$ cat src/sv/srle_pkg.sv
// Shared types, constants and sizes of the sixel run-length encoder.
`timescale 1ns / 1ps

package srle_pkg;

    // Field and state widths
    localparam int PIX_W       = 12;
    localparam int ROWS_W      = 3;
    localparam int COLOR_W     = 2;
    localparam int BYTE_W      = 7;
    localparam int RUN_W       = 13;
    localparam int SIXEL_ROWS  = 6;
    localparam int MAX_WIDTH_D = 4096;

    // Command queue depth between front and back
    localparam int QUEUE_DEPTH = 4;

    // Stream characters
    localparam logic [BYTE_W-1:0] CH_BANG    = 7'h21;
    localparam logic [BYTE_W-1:0] CH_HASH    = 7'h23;
    localparam logic [BYTE_W-1:0] CH_DOLLAR  = 7'h24;
    localparam logic [BYTE_W-1:0] CH_DASH    = 7'h2D;
    localparam logic [BYTE_W-1:0] CH_ZERO    = 7'h30;
    localparam logic [BYTE_W-1:0] SIXEL_BIAS = 7'h3F;
    localparam logic [BYTE_W-1:0] CH_TOP     = 7'h7E;

    // Segments of output one column can produce, in emission order
    typedef struct packed {
        logic hdr;     // '#' and color digit
        logic run0;    // run broken by this column
        logic run1;    // run closed by the last column
        logic dollar;  // carriage return
        logic dash;    // graphics newline
    } seg_mask_t;

    typedef struct packed {
        seg_mask_t               segs;
        logic [COLOR_W-1:0]      color;
        logic [RUN_W-1:0]        run0_len;
        logic [BYTE_W-1:0]       run0_char;
        logic [RUN_W-1:0]        run1_len;
        logic [BYTE_W-1:0]       run1_char;
    } cmd_t;

    typedef enum logic [2:0] {
        BK_IDLE,
        BK_HASH,
        BK_COLOR,
        BK_BANG,
        BK_DIGIT,
        BK_RCHAR,
        BK_DOLLAR,
        BK_DASH
    } bk_state_t;

    // Back-end state loaded when a segment starts
    typedef struct packed {
        bk_state_t          state;
        seg_mask_t          rest;
        logic [RUN_W-1:0]   val;
        logic [BYTE_W-1:0]  ch;
        logic               long_run;
        logic [1:0]         rep;
        logic [1:0]         place;
    } entry_t;

endpackage

$ cat src/sv/srle_front.sv
// Front end: builds the sixel character, tracks the run and issues commands.
`timescale 1ns / 1ps

module srle_front #(
    parameter int MAX_WIDTH = srle_pkg::MAX_WIDTH_D
) (
    input  logic                        clk,
    input  logic                        rst_n,
    input  logic                        in_valid,
    output logic                        in_stall,
    input  logic [srle_pkg::PIX_W-1:0]  column_pixels,
    input  logic [srle_pkg::ROWS_W-1:0] valid_rows,
    input  logic [srle_pkg::COLOR_W-1:0] pass_color,
    input  logic                        first_column,
    input  logic                        last_column,
    input  logic                        band_end,
    input  logic                        q_full,
    output logic                        push,
    output srle_pkg::cmd_t              cmd
);
    import srle_pkg::*;

    localparam logic [RUN_W-1:0] RUN_MAX = RUN_W'(MAX_WIDTH);

    logic [RUN_W-1:0]  run_len_reg, run_len_next;
    logic [BYTE_W-1:0] run_ch_reg, run_ch_next;

    logic                       accept;
    logic [ROWS_W-1:0]          rows;
    logic [SIXEL_ROWS-1:0]      mask;
    logic [BYTE_W-1:0]          ch;
    logic [RUN_W-1:0]           rl;
    logic [RUN_W-1:0]           rl_upd;
    logic [BYTE_W-1:0]          ch_upd;
    logic                       extend;

    assign in_stall = q_full;
    assign accept   = in_valid && !q_full;
    assign rows     = (valid_rows > ROWS_W'(SIXEL_ROWS)) ? ROWS_W'(SIXEL_ROWS) : valid_rows;

    always_comb
    begin
        for (int r = 0; r < SIXEL_ROWS; r++)
        begin
            mask[r] = (ROWS_W'(r) < rows) && (column_pixels[2*r +: 2] == pass_color);
        end
    end

    assign ch     = SIXEL_BIAS + {1'b0, mask};
    assign rl     = first_column ? '0 : run_len_reg;
    assign extend = (rl != '0) && (ch == run_ch_reg);
    assign rl_upd = extend ? ((rl < RUN_MAX) ? rl + 1'b1 : rl) : RUN_W'(1);
    assign ch_upd = extend ? run_ch_reg : ch;

    always_comb
    begin
        cmd.segs.hdr    = first_column;
        cmd.segs.run0   = !extend && (rl != '0);
        cmd.segs.run1   = last_column;
        cmd.segs.dollar = last_column;
        cmd.segs.dash   = last_column && band_end;
        cmd.color       = pass_color;
        cmd.run0_len    = rl;
        cmd.run0_char   = run_ch_reg;
        cmd.run1_len    = rl_upd;
        cmd.run1_char   = ch_upd;
    end

    // Columns that only extend a run push nothing
    assign push = accept && (cmd.segs != '0);

    always_comb
    begin
        run_len_next = run_len_reg;
        run_ch_next  = run_ch_reg;
        if (accept)
        begin
            run_len_next = last_column ? '0 : rl_upd;
            run_ch_next  = ch_upd;
        end
    end

    always_ff @(posedge clk or negedge rst_n)
    begin
        if (!rst_n)
        begin
            run_len_reg <= '0;
            run_ch_reg  <= '0;
        end
        else
        begin
            run_len_reg <= run_len_next;
            run_ch_reg  <= run_ch_next;
        end
    end

endmodule

$ cat src/sv/srle_cmd_fifo.sv
// Short command queue between the front and back ends.
`timescale 1ns / 1ps

module srle_cmd_fifo (
    input  logic           clk,
    input  logic           rst_n,
    input  logic           push,
    input  srle_pkg::cmd_t push_cmd,
    input  logic           pop,
    output srle_pkg::cmd_t head,
    output logic           empty,
    output logic           full
);
    import srle_pkg::*;

    localparam int PTR_W = $clog2(QUEUE_DEPTH);
    localparam int CNT_W = $clog2(QUEUE_DEPTH + 1);

    cmd_t             slot_reg [QUEUE_DEPTH];
    logic [PTR_W-1:0] wr_ptr_reg, wr_ptr_next;
    logic [PTR_W-1:0] rd_ptr_reg, rd_ptr_next;
    logic [CNT_W-1:0] count_reg, count_next;

    assign empty = (count_reg == '0);
    assign full  = (count_reg == CNT_W'(QUEUE_DEPTH));
    assign head  = slot_reg[rd_ptr_reg];

    always_comb
    begin
        wr_ptr_next = wr_ptr_reg;
        rd_ptr_next = rd_ptr_reg;
        count_next  = count_reg;
        if (push)
        begin
            wr_ptr_next = (wr_ptr_reg == PTR_W'(QUEUE_DEPTH - 1)) ? '0 : wr_ptr_reg + 1'b1;
        end
        if (pop)
        begin
            rd_ptr_next = (rd_ptr_reg == PTR_W'(QUEUE_DEPTH - 1)) ? '0 : rd_ptr_reg + 1'b1;
        end
        if (push && !pop)
        begin
            count_next = count_reg + 1'b1;
        end
        else if (pop && !push)
        begin
            count_next = count_reg - 1'b1;
        end
    end

    always_ff @(posedge clk or negedge rst_n)
    begin
        if (!rst_n)
        begin
            wr_ptr_reg <= '0;
            rd_ptr_reg <= '0;
            count_reg  <= '0;
        end
        else
        begin
            wr_ptr_reg <= wr_ptr_next;
            rd_ptr_reg <= rd_ptr_next;
            count_reg  <= count_next;
        end
    end

    always_ff @(posedge clk)
    begin
        if (push)
        begin
            slot_reg[wr_ptr_reg] <= push_cmd;
        end
    end

endmodule

$ cat src/sv/srle_back.sv
// Back end: expands commands into stream bytes, one per cycle unless stalled.
`timescale 1ns / 1ps

module srle_back (
    input  logic                        clk,
    input  logic                        rst_n,
    input  srle_pkg::cmd_t              head,
    input  logic                        q_empty,
    output logic                        pop,
    output logic                        out_valid,
    input  logic                        out_stall,
    output logic [srle_pkg::BYTE_W-1:0] out_byte,
    output logic                        last_byte
);
    import srle_pkg::*;

    bk_state_t         state_reg, state_next;
    seg_mask_t         pend_reg, pend_next;
    cmd_t              cmd_reg, cmd_next;
    logic [RUN_W-1:0]  val_reg, val_next;
    logic [BYTE_W-1:0] ch_reg, ch_next;
    logic              long_reg, long_next;
    logic [1:0]        rep_reg, rep_next;
    logic [1:0]        place_reg, place_next;

    logic              out_valid_reg, out_valid_next;
    logic [BYTE_W-1:0] out_byte_reg, out_byte_next;
    logic              last_byte_reg, last_byte_next;

    logic              can_emit;
    logic              emitting;
    logic              seg_done;
    logic              cmd_done;
    logic [BYTE_W-1:0] byte_val;
    logic [3:0]        digit;
    logic [RUN_W-1:0]  digit_rem;
    entry_t            ent_head;
    entry_t            ent_pend;

    // k * 10^place for the digit compare
    function automatic logic [RUN_W:0] kp(input logic [1:0] place, input int k);
        logic [RUN_W:0] r;
        case (place)
            2'd0:    r = (RUN_W+1)'(k);
            2'd1:    r = (RUN_W+1)'(k * 10);
            2'd2:    r = (RUN_W+1)'(k * 100);
            2'd3:    r = (RUN_W+1)'(k * 1000);
            default: r = '0;
        endcase
        return r;
    endfunction

    function automatic entry_t enter_seg(input seg_mask_t segs, input cmd_t c);
        entry_t            e;
        logic              take;
        logic [RUN_W-1:0]  len;
        logic [BYTE_W-1:0] rch;
        e     = '0;
        e.rest = segs;
        take  = 1'b0;
        len   = '0;
        rch   = '0;
        if (segs.hdr)
        begin
            e.state    = BK_HASH;
            e.rest.hdr = 1'b0;
        end
        else if (segs.run0)
        begin
            take        = 1'b1;
            len         = c.run0_len;
            rch         = c.run0_char;
            e.rest.run0 = 1'b0;
        end
        else if (segs.run1)
        begin
            take        = 1'b1;
            len         = c.run1_len;
            rch         = c.run1_char;
            e.rest.run1 = 1'b0;
        end
        else if (segs.dollar)
        begin
            e.state       = BK_DOLLAR;
            e.rest.dollar = 1'b0;
        end
        else if (segs.dash)
        begin
            e.state     = BK_DASH;
            e.rest.dash = 1'b0;
        end
        else
        begin
            e.state = BK_IDLE;
        end
        if (take)
        begin
            e.val      = len;
            e.ch       = rch;
            e.long_run = (len >= RUN_W'(4));
            e.rep      = len[1:0];
            e.place    = (len >= RUN_W'(1000)) ? 2'd3 :
                         (len >= RUN_W'(100))  ? 2'd2 :
                         (len >= RUN_W'(10))   ? 2'd1 : 2'd0;
            e.state    = e.long_run ? BK_BANG : BK_RCHAR;
        end
        return e;
    endfunction

    assign can_emit = !out_valid_reg || !out_stall;
    assign emitting = (state_reg != BK_IDLE) && can_emit;
    assign ent_head = enter_seg(head.segs, head);
    assign ent_pend = enter_seg(pend_reg, cmd_reg);

    always_comb
    begin
        case (state_reg)
            BK_COLOR:  seg_done = 1'b1;
            BK_DOLLAR: seg_done = 1'b1;
            BK_DASH:   seg_done = 1'b1;
            BK_RCHAR:  seg_done = long_reg || (rep_reg == 2'd1);
            default:   seg_done = 1'b0;
        endcase
    end

    assign cmd_done = emitting && seg_done && (pend_reg == '0);
    assign pop      = !q_empty && ((state_reg == BK_IDLE) || cmd_done);

    // Leading decimal digit of the remaining count
    always_comb
    begin
        digit     = '0;
        digit_rem = val_reg;
        for (int k = 1; k <= 9; k++)
        begin
            if ({1'b0, val_reg} >= kp(place_reg, k))
            begin
                digit     = 4'(k);
                digit_rem = RUN_W'({1'b0, val_reg} - kp(place_reg, k));
            end
        end
    end

    // Output decode
    always_comb
    begin
        case (state_reg)
            BK_HASH:   byte_val = CH_HASH;
            BK_COLOR:  byte_val = CH_ZERO + BYTE_W'(cmd_reg.color);
            BK_BANG:   byte_val = CH_BANG;
            BK_DIGIT:  byte_val = CH_ZERO + BYTE_W'(digit);
            BK_RCHAR:  byte_val = ch_reg;
            BK_DOLLAR: byte_val = CH_DOLLAR;
            BK_DASH:   byte_val = CH_DASH;
            default:   byte_val = '0;
        endcase
    end

    // Next state
    always_comb
    begin
        state_next = state_reg;
        pend_next  = pend_reg;
        cmd_next   = cmd_reg;
        val_next   = val_reg;
        ch_next    = ch_reg;
        long_next  = long_reg;
        rep_next   = rep_reg;
        place_next = place_reg;
        if (state_reg == BK_IDLE || (emitting && seg_done))
        begin
            if (state_reg != BK_IDLE && pend_reg != '0)
            begin
                state_next = ent_pend.state;
                pend_next  = ent_pend.rest;
                val_next   = ent_pend.val;
                ch_next    = ent_pend.ch;
                long_next  = ent_pend.long_run;
                rep_next   = ent_pend.rep;
                place_next = ent_pend.place;
            end
            else if (pop)
            begin
                cmd_next   = head;
                state_next = ent_head.state;
                pend_next  = ent_head.rest;
                val_next   = ent_head.val;
                ch_next    = ent_head.ch;
                long_next  = ent_head.long_run;
                rep_next   = ent_head.rep;
                place_next = ent_head.place;
            end
            else
            begin
                state_next = BK_IDLE;
            end
        end
        else if (emitting)
        begin
            case (state_reg)
                BK_HASH:  state_next = BK_COLOR;
                BK_BANG:  state_next = BK_DIGIT;
                BK_DIGIT:
                begin
                    val_next = digit_rem;
                    if (place_reg == 2'd0)
                    begin
                        state_next = BK_RCHAR;
                    end
                    else
                    begin
                        place_next = place_reg - 1'b1;
                    end
                end
                BK_RCHAR: rep_next = rep_reg - 1'b1;
                default:  state_next = state_reg;
            endcase
        end
    end

    // Output register
    always_comb
    begin
        out_valid_next = out_valid_reg;
        out_byte_next  = out_byte_reg;
        last_byte_next = last_byte_reg;
        if (emitting)
        begin
            out_valid_next = 1'b1;
            out_byte_next  = byte_val;
            last_byte_next = cmd_done;
        end
        else if (!out_stall)
        begin
            out_valid_next = 1'b0;
        end
    end

    always_ff @(posedge clk or negedge rst_n)
    begin
        if (!rst_n)
        begin
            state_reg     <= BK_IDLE;
            pend_reg      <= '0;
            out_valid_reg <= 1'b0;
        end
        else
        begin
            state_reg     <= state_next;
            pend_reg      <= pend_next;
            out_valid_reg <= out_valid_next;
        end
    end

    always_ff @(posedge clk)
    begin
        cmd_reg       <= cmd_next;
        val_reg       <= val_next;
        ch_reg        <= ch_next;
        long_reg      <= long_next;
        rep_reg       <= rep_next;
        place_reg     <= place_next;
        out_byte_reg  <= out_byte_next;
        last_byte_reg <= last_byte_next;
    end

    assign out_valid = out_valid_reg;
    assign out_byte  = out_byte_reg;
    assign last_byte = last_byte_reg;

endmodule

$ cat src/sv/sixel_color_pass_rle_encoder_unit.sv
// Top level of the sixel color-pass run-length encoder.
`timescale 1ns / 1ps

// Usage
//   Input channel (in_valid / in_stall): one pixel column per transfer, with
//   the pass color and the first/last column and band-end markers.
//   Output channel (out_valid / out_stall): one ASCII byte per transfer;
//   last_byte marks the final byte caused by a column. A column that only
//   extends a pending run causes no byte at all.
//   Path: when the back end is idle, the first byte of a column passes
//   through the command queue, the back-end state and the output register.
//   Throughput: the front end takes one column per cycle while the
//   four-entry command queue has room; the back end writes one byte per
//   cycle while the output is not stalled, and a column causes 0 to 9 bytes.
//   The byte sequencer in the back end sets the sustained rate; run counts
//   are written one decimal digit per cycle while the output is not stalled.
//   Reset: the pending run is cleared, the queue empties, no byte is valid.
//   Receiver stall: the output byte holds; the back end waits, the queue
//   fills, and then in_stall rises until a command slot frees up.
module sixel_color_pass_rle_encoder_unit #(
    parameter int MAX_WIDTH = srle_pkg::MAX_WIDTH_D
) (
    input  logic                         clk,
    input  logic                         rst_n,
    input  logic                         in_valid,
    output logic                         in_stall,
    input  logic [srle_pkg::PIX_W-1:0]   column_pixels,
    input  logic [srle_pkg::ROWS_W-1:0]  valid_rows,
    input  logic [srle_pkg::COLOR_W-1:0] pass_color,
    input  logic                         first_column,
    input  logic                         last_column,
    input  logic                         band_end,
    output logic                         out_valid,
    input  logic                         out_stall,
    output logic [srle_pkg::BYTE_W-1:0]  out_byte,
    output logic                         last_byte
);
    import srle_pkg::*;

    logic q_full;
    logic q_empty;
    logic q_push;
    logic q_pop;
    cmd_t push_cmd;
    cmd_t head_cmd;

    // Classify columns and track the run
    srle_front #(
        .MAX_WIDTH(MAX_WIDTH)
    ) u_front (
        .clk           (clk),
        .rst_n         (rst_n),
        .in_valid      (in_valid),
        .in_stall      (in_stall),
        .column_pixels (column_pixels),
        .valid_rows    (valid_rows),
        .pass_color    (pass_color),
        .first_column  (first_column),
        .last_column   (last_column),
        .band_end      (band_end),
        .q_full        (q_full),
        .push          (q_push),
        .cmd           (push_cmd)
    );

    // Decouples column intake from byte output
    srle_cmd_fifo u_fifo (
        .clk      (clk),
        .rst_n    (rst_n),
        .push     (q_push),
        .push_cmd (push_cmd),
        .pop      (q_pop),
        .head     (head_cmd),
        .empty    (q_empty),
        .full     (q_full)
    );

    // Byte sequencer
    srle_back u_back (
        .clk       (clk),
        .rst_n     (rst_n),
        .head      (head_cmd),
        .q_empty   (q_empty),
        .pop       (q_pop),
        .out_valid (out_valid),
        .out_stall (out_stall),
        .out_byte  (out_byte),
        .last_byte (last_byte)
    );

endmodule

$ cat config.mk
export PLATFORM = sky130hd
export DESIGN_NAME = sixel_color_pass_rle_encoder_unit
export DESIGN_NICKNAME = d
export VERILOG_FILES = /design/src/sv/srle_pkg.sv /design/src/sv/srle_front.sv /design/src/sv/srle_cmd_fifo.sv /design/src/sv/srle_back.sv /design/src/sv/sixel_color_pass_rle_encoder_unit.sv
export SDC_FILE = /design/constraint.sdc
export NUM_CORES = 1
export LEC_CHECK = 0
export BUFFER_PORTS_ARGS = -buffer_cell sky130_fd_sc_hd__buf_2
export CAP_MARGIN = 20
export CORE_UTILIZATION = 55
export CTS_CLUSTER_DIAMETER = 120
export CTS_CLUSTER_SIZE = 30
export DETAILED_ROUTE_END_ITERATION = 8
export PLACE_DENSITY = 0.73
export RECOVER_POWER = 100
export SLEW_MARGIN = 10
export SYNTH_ARGS = -nofsm -noshare
export SYNTH_HDL_FRONTEND = slang
export SYNTH_SLANG_ARGS = --single-unit
export TNS_END_PERCENT = 50
$ cat constraint.sdc
create_clock -name clk -period 9.45 [get_ports clk]
set_clock_uncertainty 0.05 [all_clocks]
set_input_delay 0.945 -clock clk [delete_from_list [all_inputs] [get_ports clk]]
set_output_delay 0.945 -clock clk [all_outputs]
set_load 0.02 [all_outputs]
## After elaboration in Yosys (flattened, before gate mapping)

Memories as Yosys holds them, arrays and structs flattened.
Cells that the tools add are included.

| storage, ports and cells | value |
|---|---|
| bits in registers | 111 |
| memory bits (writable) | 188 |
| logic and storage cells | 282 |
| memories | 1 |

| cells by class | value |
|---|---|
| add/subtract/negate cells | 19 |
| $lt $le $gt $ge | 25 |
| equality and inequality tests | 29 |
| multiplexer cells | 128 |
| bitwise logic cells | 1 |
| reduce and logical (&&, ||, !) cells | 55 |

Memory list:

| name | depth | width | read ports | clocked after memory_dff | write ports | line | text |
|---|---|---|---|---|---|---|---|
| u_fifo.slot_reg | 4 | 47 | 1 | 0 | 1 | srle_cmd_fifo.sv:19 | `cmd_t slot_reg [QUEUE_DEPTH];` |

Operators by type and width:

| operator | number |
|---|---|
| $pmux W14 S4 | 9 |
| $mux W13 | 33 |
| $ge A13 B14 Y1 | 9 |
| $sub A13 B13 Y13 | 9 |
| $mux W3 | 28 |
| $mux W7 | 9 |
| $mux W25 | 2 |
| $pmux W7 S7 | 1 |
| $mux W2 | 21 |
| $ge A13 B10 Y1 const B | 2 |
| $ge A13 B3 Y1 const B | 2 |
| $ge A13 B4 Y1 const B | 2 |
| $ge A13 B7 Y1 const B | 2 |
| $logic_and A1 B1 Y1 | 18 |
| $mux W1 | 17 |
| $mux W4 | 4 |
| $eq A3 B3 Y1 const B | 5 |
| $add A13 B1 Y13 const B | 1 |
| $lt A13 B13 Y1 const B | 1 |
| $reduce_bool A13 Y1 | 1 |
| $eq A2 B2 Y1 | 6 |
| $reduce_and A3 Y1 | 4 |
| $reduce_and A4 Y1 | 3 |
| $mux W5 | 2 |
| 37 further kinds | 66 |

## Longest topological paths before layout

| logic depth | value |
|---|---|
| word-level depth | 17 |
| mapped depth | 26 |
| gate-level depth less buffers | 25 |

## Cells and area by module

A second synthesis with hierarchy kept.

| second synthesis, totals | value |
|---|---|
| cells, all modules | 1531 |
| area total of the unflattened synthesis | 17653.2 um^2 |

By module, submodules not included:

| module | instances | cells each | area each (um^2) | seq. area each (um^2) |
|---|---|---|---|---|
| srle_back | 1 | 1019 | 8474.4 | 2452.4 |
| srle_cmd_fifo | 1 | 283 | 7220.7 | 5820.6 |
| srle_front | 1 | 229 | 1958.1 | 500.5 |

## Least setup slack after synthesis

OpenSTA, ideal clock, no wires.

| path | value |
|---|---|
| path kind | reg-to-reg |
| start point | register u_back.place_reg[0] |
| end point | register u_back.val_reg[11] (data pin) |
| library setup time | 0.267 ns |
| arrival time | 4.912 ns |
| data required time | 9.133 ns |
| slack | 4.221 ns |
| stages on the path, launching flop included | 23 |
| path buffers | 0 |
| clock period less this slack | 5.229 ns |
| path through | edfxtp_1 > inv_1 > ha_1 > inv_1 > a21oi_1 > inv_1 > ha_1 > or4_1 > o211ai_1 > a21oi_1 > a211o_1 > or2_2 > o22ai_1 > ha_1 > nor2b_1 > o31ai_1 > a221oi_1 > a31o_2 > a311oi_1 > xor2_1 > nand2_1 > nand4_1 > o211ai_1 |

| between the ends | value |
|---|---|
| word-level cells in the longest chain between the ends | 16 |
| elaborated cells between the ends (all ways) | 51 |
| those cells by class | add/sub (9); order compare (8); eq/ne (3); mux (30); reduce/logical (1) |

RTL lines:

| what | line | text |
|---|---|---|
| from (decl) | srle_back.sv:24 | `logic [1:0] place_reg, place_next;` |
| from (signal assigned) | srle_back.sv:262 | `place_reg <= place_next;` |
| $eq A2 B2 Y1, or another cell as far along | srle_back.sv:43 | `case (place)` |
| $pmux W14 S4 | srle_back.sv:43 |  |
| $mux W13 | srle_back.sv:136 | `if ({1'b0, val_reg} >= kp(place_reg, k))` |
| $sub A13 B13 Y13 | srle_back.sv:139 | `digit_rem = RUN_W'({1'b0, val_reg} - kp(place_reg, k));` |
| $mux W13 (8 in series) | srle_back.sv:136 |  |
| $mux W13 (*) | srle_back.sv:136 |  |
| $mux W13 (*) | srle_back.sv:200 | `case (state_reg)` |
| $mux W13 (*) | srle_back.sv:198 | `else if (emitting)` |
| $mux W13 (*) | srle_back.sv:170 | `if (state_reg == BK_IDLE \|\| (emitting && seg_done))` |
| net u_back.val_next[11] | srle_back.sv:20 | `logic [RUN_W-1:0] val_reg, val_next;` |
| to (signal assigned) | srle_back.sv:258 | `val_reg <= val_next;` |
| to (decl) | srle_back.sv:20 |  |

Mark *: on every way through the listed nets, which the timed path passes. The rest lies on a longest branch. The select of a mux whose other input is x is not followed.
A chain may end at the register's enable or synchronous reset.

## Worst setup path in the final report

Ends and elaborated chain as after synthesis.

==> run_summary.xml <==
<?xml version="1.0" encoding="UTF-8"?>
<metrics>
  <group name="global_route">
    <metric name="grt_util_all_layers" unit="%">30.88</metric>
    <metric name="grt.overflow.total" unit="">0</metric>
    <metric name="grt_pass1_wl" unit="mm">73.53</metric>
    <metric name="maximum_number_of_pins_on_one_net_before_global_route_repair" unit="">49</metric>
    <metric name="first_global_vias" unit="">12410</metric>
    <metric name="antenna_found_initial" unit="">0</metric>
  </group>
  <group name="detailed_routing">
    <metric name="detail-route-antenna-nets" unit="">0</metric>
    <metric name="vias" unit="">12740</metric>
    <metric name="detail_route.drc_violations" unit="">1</metric>
    <metric name="totalWireLength" unit="mm">48.11</metric>
    <metric name="routedWlPerCell" unit="microns">24.93</metric>
    <metric name="firstDrtPassIters" unit="">7</metric>
    <metric name="drt-vias-per-instance" unit="">6.599</metric>
    <metric name="dr.first_iter.drc_count" unit="">1197</metric>
  </group>
  <group name="critical_path">
    <metric name="crit_chain" unit="">inv_1 -&gt; ha_1 -&gt; inv_1 -&gt; a21oi_1 -&gt; inv_1 -&gt; ha_1 -&gt; nand2_1 -&gt; o21ai_0 -&gt; a21oi_1 -&gt; o21ai_0 -&gt; clkbuf_1 -&gt; nor2b_1 -&gt; nor2_1 -&gt; o22ai_1 -&gt; ha_1 -&gt; nor2b_1 -&gt; o31ai_1 -&gt; a221oi_1 -&gt; a31o_2 -&gt; a311oi_1 -&gt; xor2_1 -&gt; nand2_1 -&gt; nand4_1 -&gt; o211ai_1</metric>
    <metric name="crit_family" unit="">compound AO/OA/AOI/OAI gates</metric>
    <metric name="cp-start-kind" unit="">register</metric>
    <metric name="timing_worst_setup_path_type" unit="">reg -&gt; reg</metric>
    <metric name="worstSetupEndpointType" unit="">register</metric>
    <metric name="critical_path.n_buffers_inverters" unit="">4</metric>
    <metric name="critical_path_slowest_stage_cell" unit="">ha_1</metric>
    <metric name="largest_driver_fanout_on_the_critical_path" unit="">13</metric>
    <metric name="cpPeakStageDelay" unit="ns">0.66</metric>
    <metric name="cp_data_required_time" unit="ns">9.65</metric>
    <metric name="cp.arrival" unit="ns">6.84</metric>
  </group>
  <group name="timing">
    <metric name="slew-limit-headroom" unit="%">-96.48</metric>
    <metric name="timing.final.max_slew_violations" unit="">268</metric>
    <metric name="grt_setup_unrepaired" unit="">no</metric>
    <metric name="timing.fmax" unit="MHz">150.6</metric>
    <metric name="timing_worst_slew_pin_value" unit="ns">2.947</metric>
    <metric name="fin_worst_hold_slack" unit="ns">0.4422</metric>
    <metric name="minimum_period_implied_by_the_final_worst_setup_slack" unit="ns">6.639</metric>
    <metric name="setup_viol_count_final" unit="">0</metric>
    <metric name="finalSetupTns" unit="ns">0</metric>
    <metric name="final.period_utilization" unit="%">70.25</metric>
    <metric name="timing.final.hold_violations" unit="">0</metric>
  </group>
  <group name="clock_tree">
    <metric name="cts-root-buf" unit="">clkbuf_16</metric>
    <metric name="cts_setup_buffers" unit="">0</metric>
    <metric name="ctsHtreeMaxLevel" unit="">1</metric>
    <metric name="cts_tree" unit="">yes</metric>
    <metric name="clkTransAtPathRegs" unit="ns">0.11</metric>
    <metric name="cts.sinks" unit="">294</metric>
    <metric name="tritoncts_buffer_count" unit="">14</metric>
    <metric name="clk_path_buf_depth" unit="">3</metric>
    <metric name="cts_hold_buffers" unit="">0</metric>
    <metric name="clk-insertion-delay-late" unit="ns">0.51</metric>
    <metric name="post_cts.resized_instances" unit="">0</metric>
  </group>
  <group name="final_layout">
    <metric name="finalInstanceArea" unit="sq mm">0.01799</metric>
    <metric name="final_cells" unit="">1930</metric>
    <metric name="post_route_cells_drive_above_1_share" unit="%">7.692</metric>
    <metric name="design.final.nets" unit="">1631</metric>
    <metric name="syn_to_final_growth" unit="%">4.780</metric>
    <metric name="n_antenna_cell" unit="">0</metric>
    <metric name="max_ffs_per_register" unit="">184</metric>
  </group>
  <group name="yosys">
    <metric name="syn-instance-count" unit="">1528</metric>
    <metric name="postSynth.asyncResetShare" unit="%">11.90</metric>
    <metric name="synth_enable_flop_cells" unit="">259</metric>
    <metric name="postSynthNetCount" unit="">1633</metric>
    <metric name="post_synth_num_cell_types" unit="">87</metric>
    <metric name="synth.cell_area" unit="sq mm">0.01717</metric>
    <metric name="seq_area_frac_synth" unit="%">50.40</metric>
    <metric name="postSynthAreaPerCell" unit="sq um">11.24</metric>
    <metric name="ys.warnings.count" unit="">0</metric>
    <metric name="synth_seq_cells" unit="">294</metric>
    <metric name="prevailing_post_synth_register_cell" unit="">edfxtp_1</metric>
  </group>
  <group name="placed_design">
    <metric name="dp_cells" unit="">1906</metric>
    <metric name="gpl.final_weighted_congestion" unit="">1.031</metric>
    <metric name="detailedPlacementHpwl" unit="mm">35.62</metric>
    <metric name="portBuffers" unit="">33</metric>
    <metric name="placedInstanceArea" unit="sq mm">0.01768</metric>
  </group>
  <group name="floorplanning">
    <metric name="io_pins" unit="">34</metric>
    <metric name="row_count" unit="">64</metric>
    <metric name="fp.dieW" unit="microns">178.7</metric>
    <metric name="start_util" unit="%">55.98</metric>
    <metric name="die_h" unit="microns">178.7</metric>
    <metric name="core" unit="sq mm">0.03067</metric>
    <metric name="total_die_area" unit="sq mm">0.03193</metric>
  </group>
  <group name="outcome">
    <metric name="failed_checks" unit="">design-rule violations, max-capacitance violations, max-slew violations</metric>
    <metric name="run_status" unit="">complete, but fails checks</metric>
  </group>
  <group name="run">
    <metric name="max_cap_violations" unit="">7</metric>
  </group>
  <group name="hold_path">
    <metric name="hold_path.class" unit="">reg -&gt; reg</metric>
  </group>
</metrics>
-- cells by family after synthesis --
logic type,count (synthesis),share of synthesized area [%]
and+or+nand+nor,464,13.28
adders and majority gates,81,6.209
DFF,294,50.40
AOI/OAI and AO/OA,428,16.48
muxes,57,6.711
xor gates and xnor gates,76,3.877
buffers and inverters,128,3.046
-- per-stage QoR --
step           setup slack, ns  utilization (%)
6_report                 2.811            58.66
5_1_grt                  2.325            58.66
4_1_cts                  3.242            59.09
3_5_place_dp             3.277            57.66
3_3_place_gp             3.513            57.66
2_1_floorplan            4.221                -
-- path summary, 6_finish.rpt --
check                                                     from                             endpoint  slack [ns]  cells past startpoint
setup / recovery                 u_back.place_reg[0]$_DFFE_PP_         u_back.val_reg[11]$_DFFE_PP_        2.81                     24
hold / removal             u_front.run_len_reg[11]$_DFFE_PN0P_  u_front.run_len_reg[11]$_DFFE_PN0P_        0.44                      2
setup reg to reg                 u_back.place_reg[0]$_DFFE_PP_         u_back.val_reg[11]$_DFFE_PP_        2.81                     24
hold reg to reg            u_front.run_len_reg[11]$_DFFE_PN0P_  u_front.run_len_reg[11]$_DFFE_PN0P_        0.44                      2
max in group asynchronous                                rst_n     u_fifo.rd_ptr_reg[0]$_DFFE_PN0P_        6.70                      1
min in group asynchronous                                rst_n   u_front.run_len_reg[2]$_DFFE_PN0P_        1.05                      1
-- layer usage --
layer / global-route usage (%) / vias up / part of all wire (%)
li1: - / 5805 / -
met3: 2.969 / 133 / 6.0
met4: 14.90 / 0 / 5.0
met1: 39.01 / 6251 / 39
met5: 0 / - / 0
met2: 53.38 / 547 / 50
-- tightest hold or removal path: cells and delay by family, from the launching register on --
family / cells / cell delay, ns
AOI/OAI and AO/OA: 1 / 0.06
and+or+nand+nor: 1 / 0.05
DFF: 1 / 0.35
-- synth_stat cells (12+ instances only) --
cell | n | area share, %
edfxtp_1 | 259 | 45
nand2_1 | 122 | 2.7
nor2_1 | 112 | 2.4
a21oi_1 | 107 | 3.1
o21ai_0 | 95 | 2.8
ha_1 | 74 | 5.4
inv_1 | 57 | 1.2
xnor2_1 | 53 | 2.7
clkbuf_1 | 51 | 1.1
mux4_2 | 46 | 6.0
nor3_1 | 37 | 1.1
dfrtp_1 | 35 | 5.1
nand3_1 | 32 | 0.93
nor2b_1 | 30 | 1.1
o21a_1 | 25 | 1.1
nand2b_1 | 24 | 0.87
xor2_1 | 23 | 1.2
a21o_1 | 22 | 0.96
and3_1 | 22 | 0.80
o31ai_1 | 15 | 0.66
nand4_1 | 14 | 0.51
o22ai_1 | 14 | 0.51
buf_2 | 13 | 0.38
nor4_1 | 13 | 0.47
a221oi_1 | 12 | 0.61
a31oi_1 | 12 | 0.44
and2_1 | 12 | 0.44
o211ai_1 | 12 | 0.52
-- placed cells by master (no fill, tap or decap), types with 12 or more instances in the layout --
master	Yosys	routed
nor3_1	37	37
mux4_2	46	46
nand2b_1	24	24
o21ai_0	95	103
xnor2_1	53	53
nand2_1	122	123
nand3_1	32	32
a21o_1	22	22
o22ai_1	14	14
edfxtp_1	259	259
a221oi_1	12	13
clkbuf_1	51	32
and3_1	22	22
dfrtp_1	35	33
a21oi_1	107	107
o21a_1	25	24
clkbuf_16	0	15
nor4_1	13	13
o211ai_1	12	12
inv_1	57	57
nand4_1	14	15
a31oi_1	12	12
nor2_1	112	115
nor2b_1	30	30
o31ai_1	15	15
xor2_1	23	23
buf_2	13	18
ha_1	74	74
-- final cells by class --
| cell class | count | area (sq um) |
|---|---|---|
| clock inverters | 2 | 36.28 |
| flip-flops and latches | 294 | 8658 |
| well taps | 396 | 495.5 |
| fillers | 2594 | 12680 |
| repair buffers | 53 | 259.0 |
| multi-input cells | 1106 | 7926 |
| clock buffers | 22 | 401.6 |
| inverters | 57 | 214.0 |
Power is left out: the tool's default activity adds up to more than one toggle a clock period on the data nets, which glitch-free logic cannot reach.
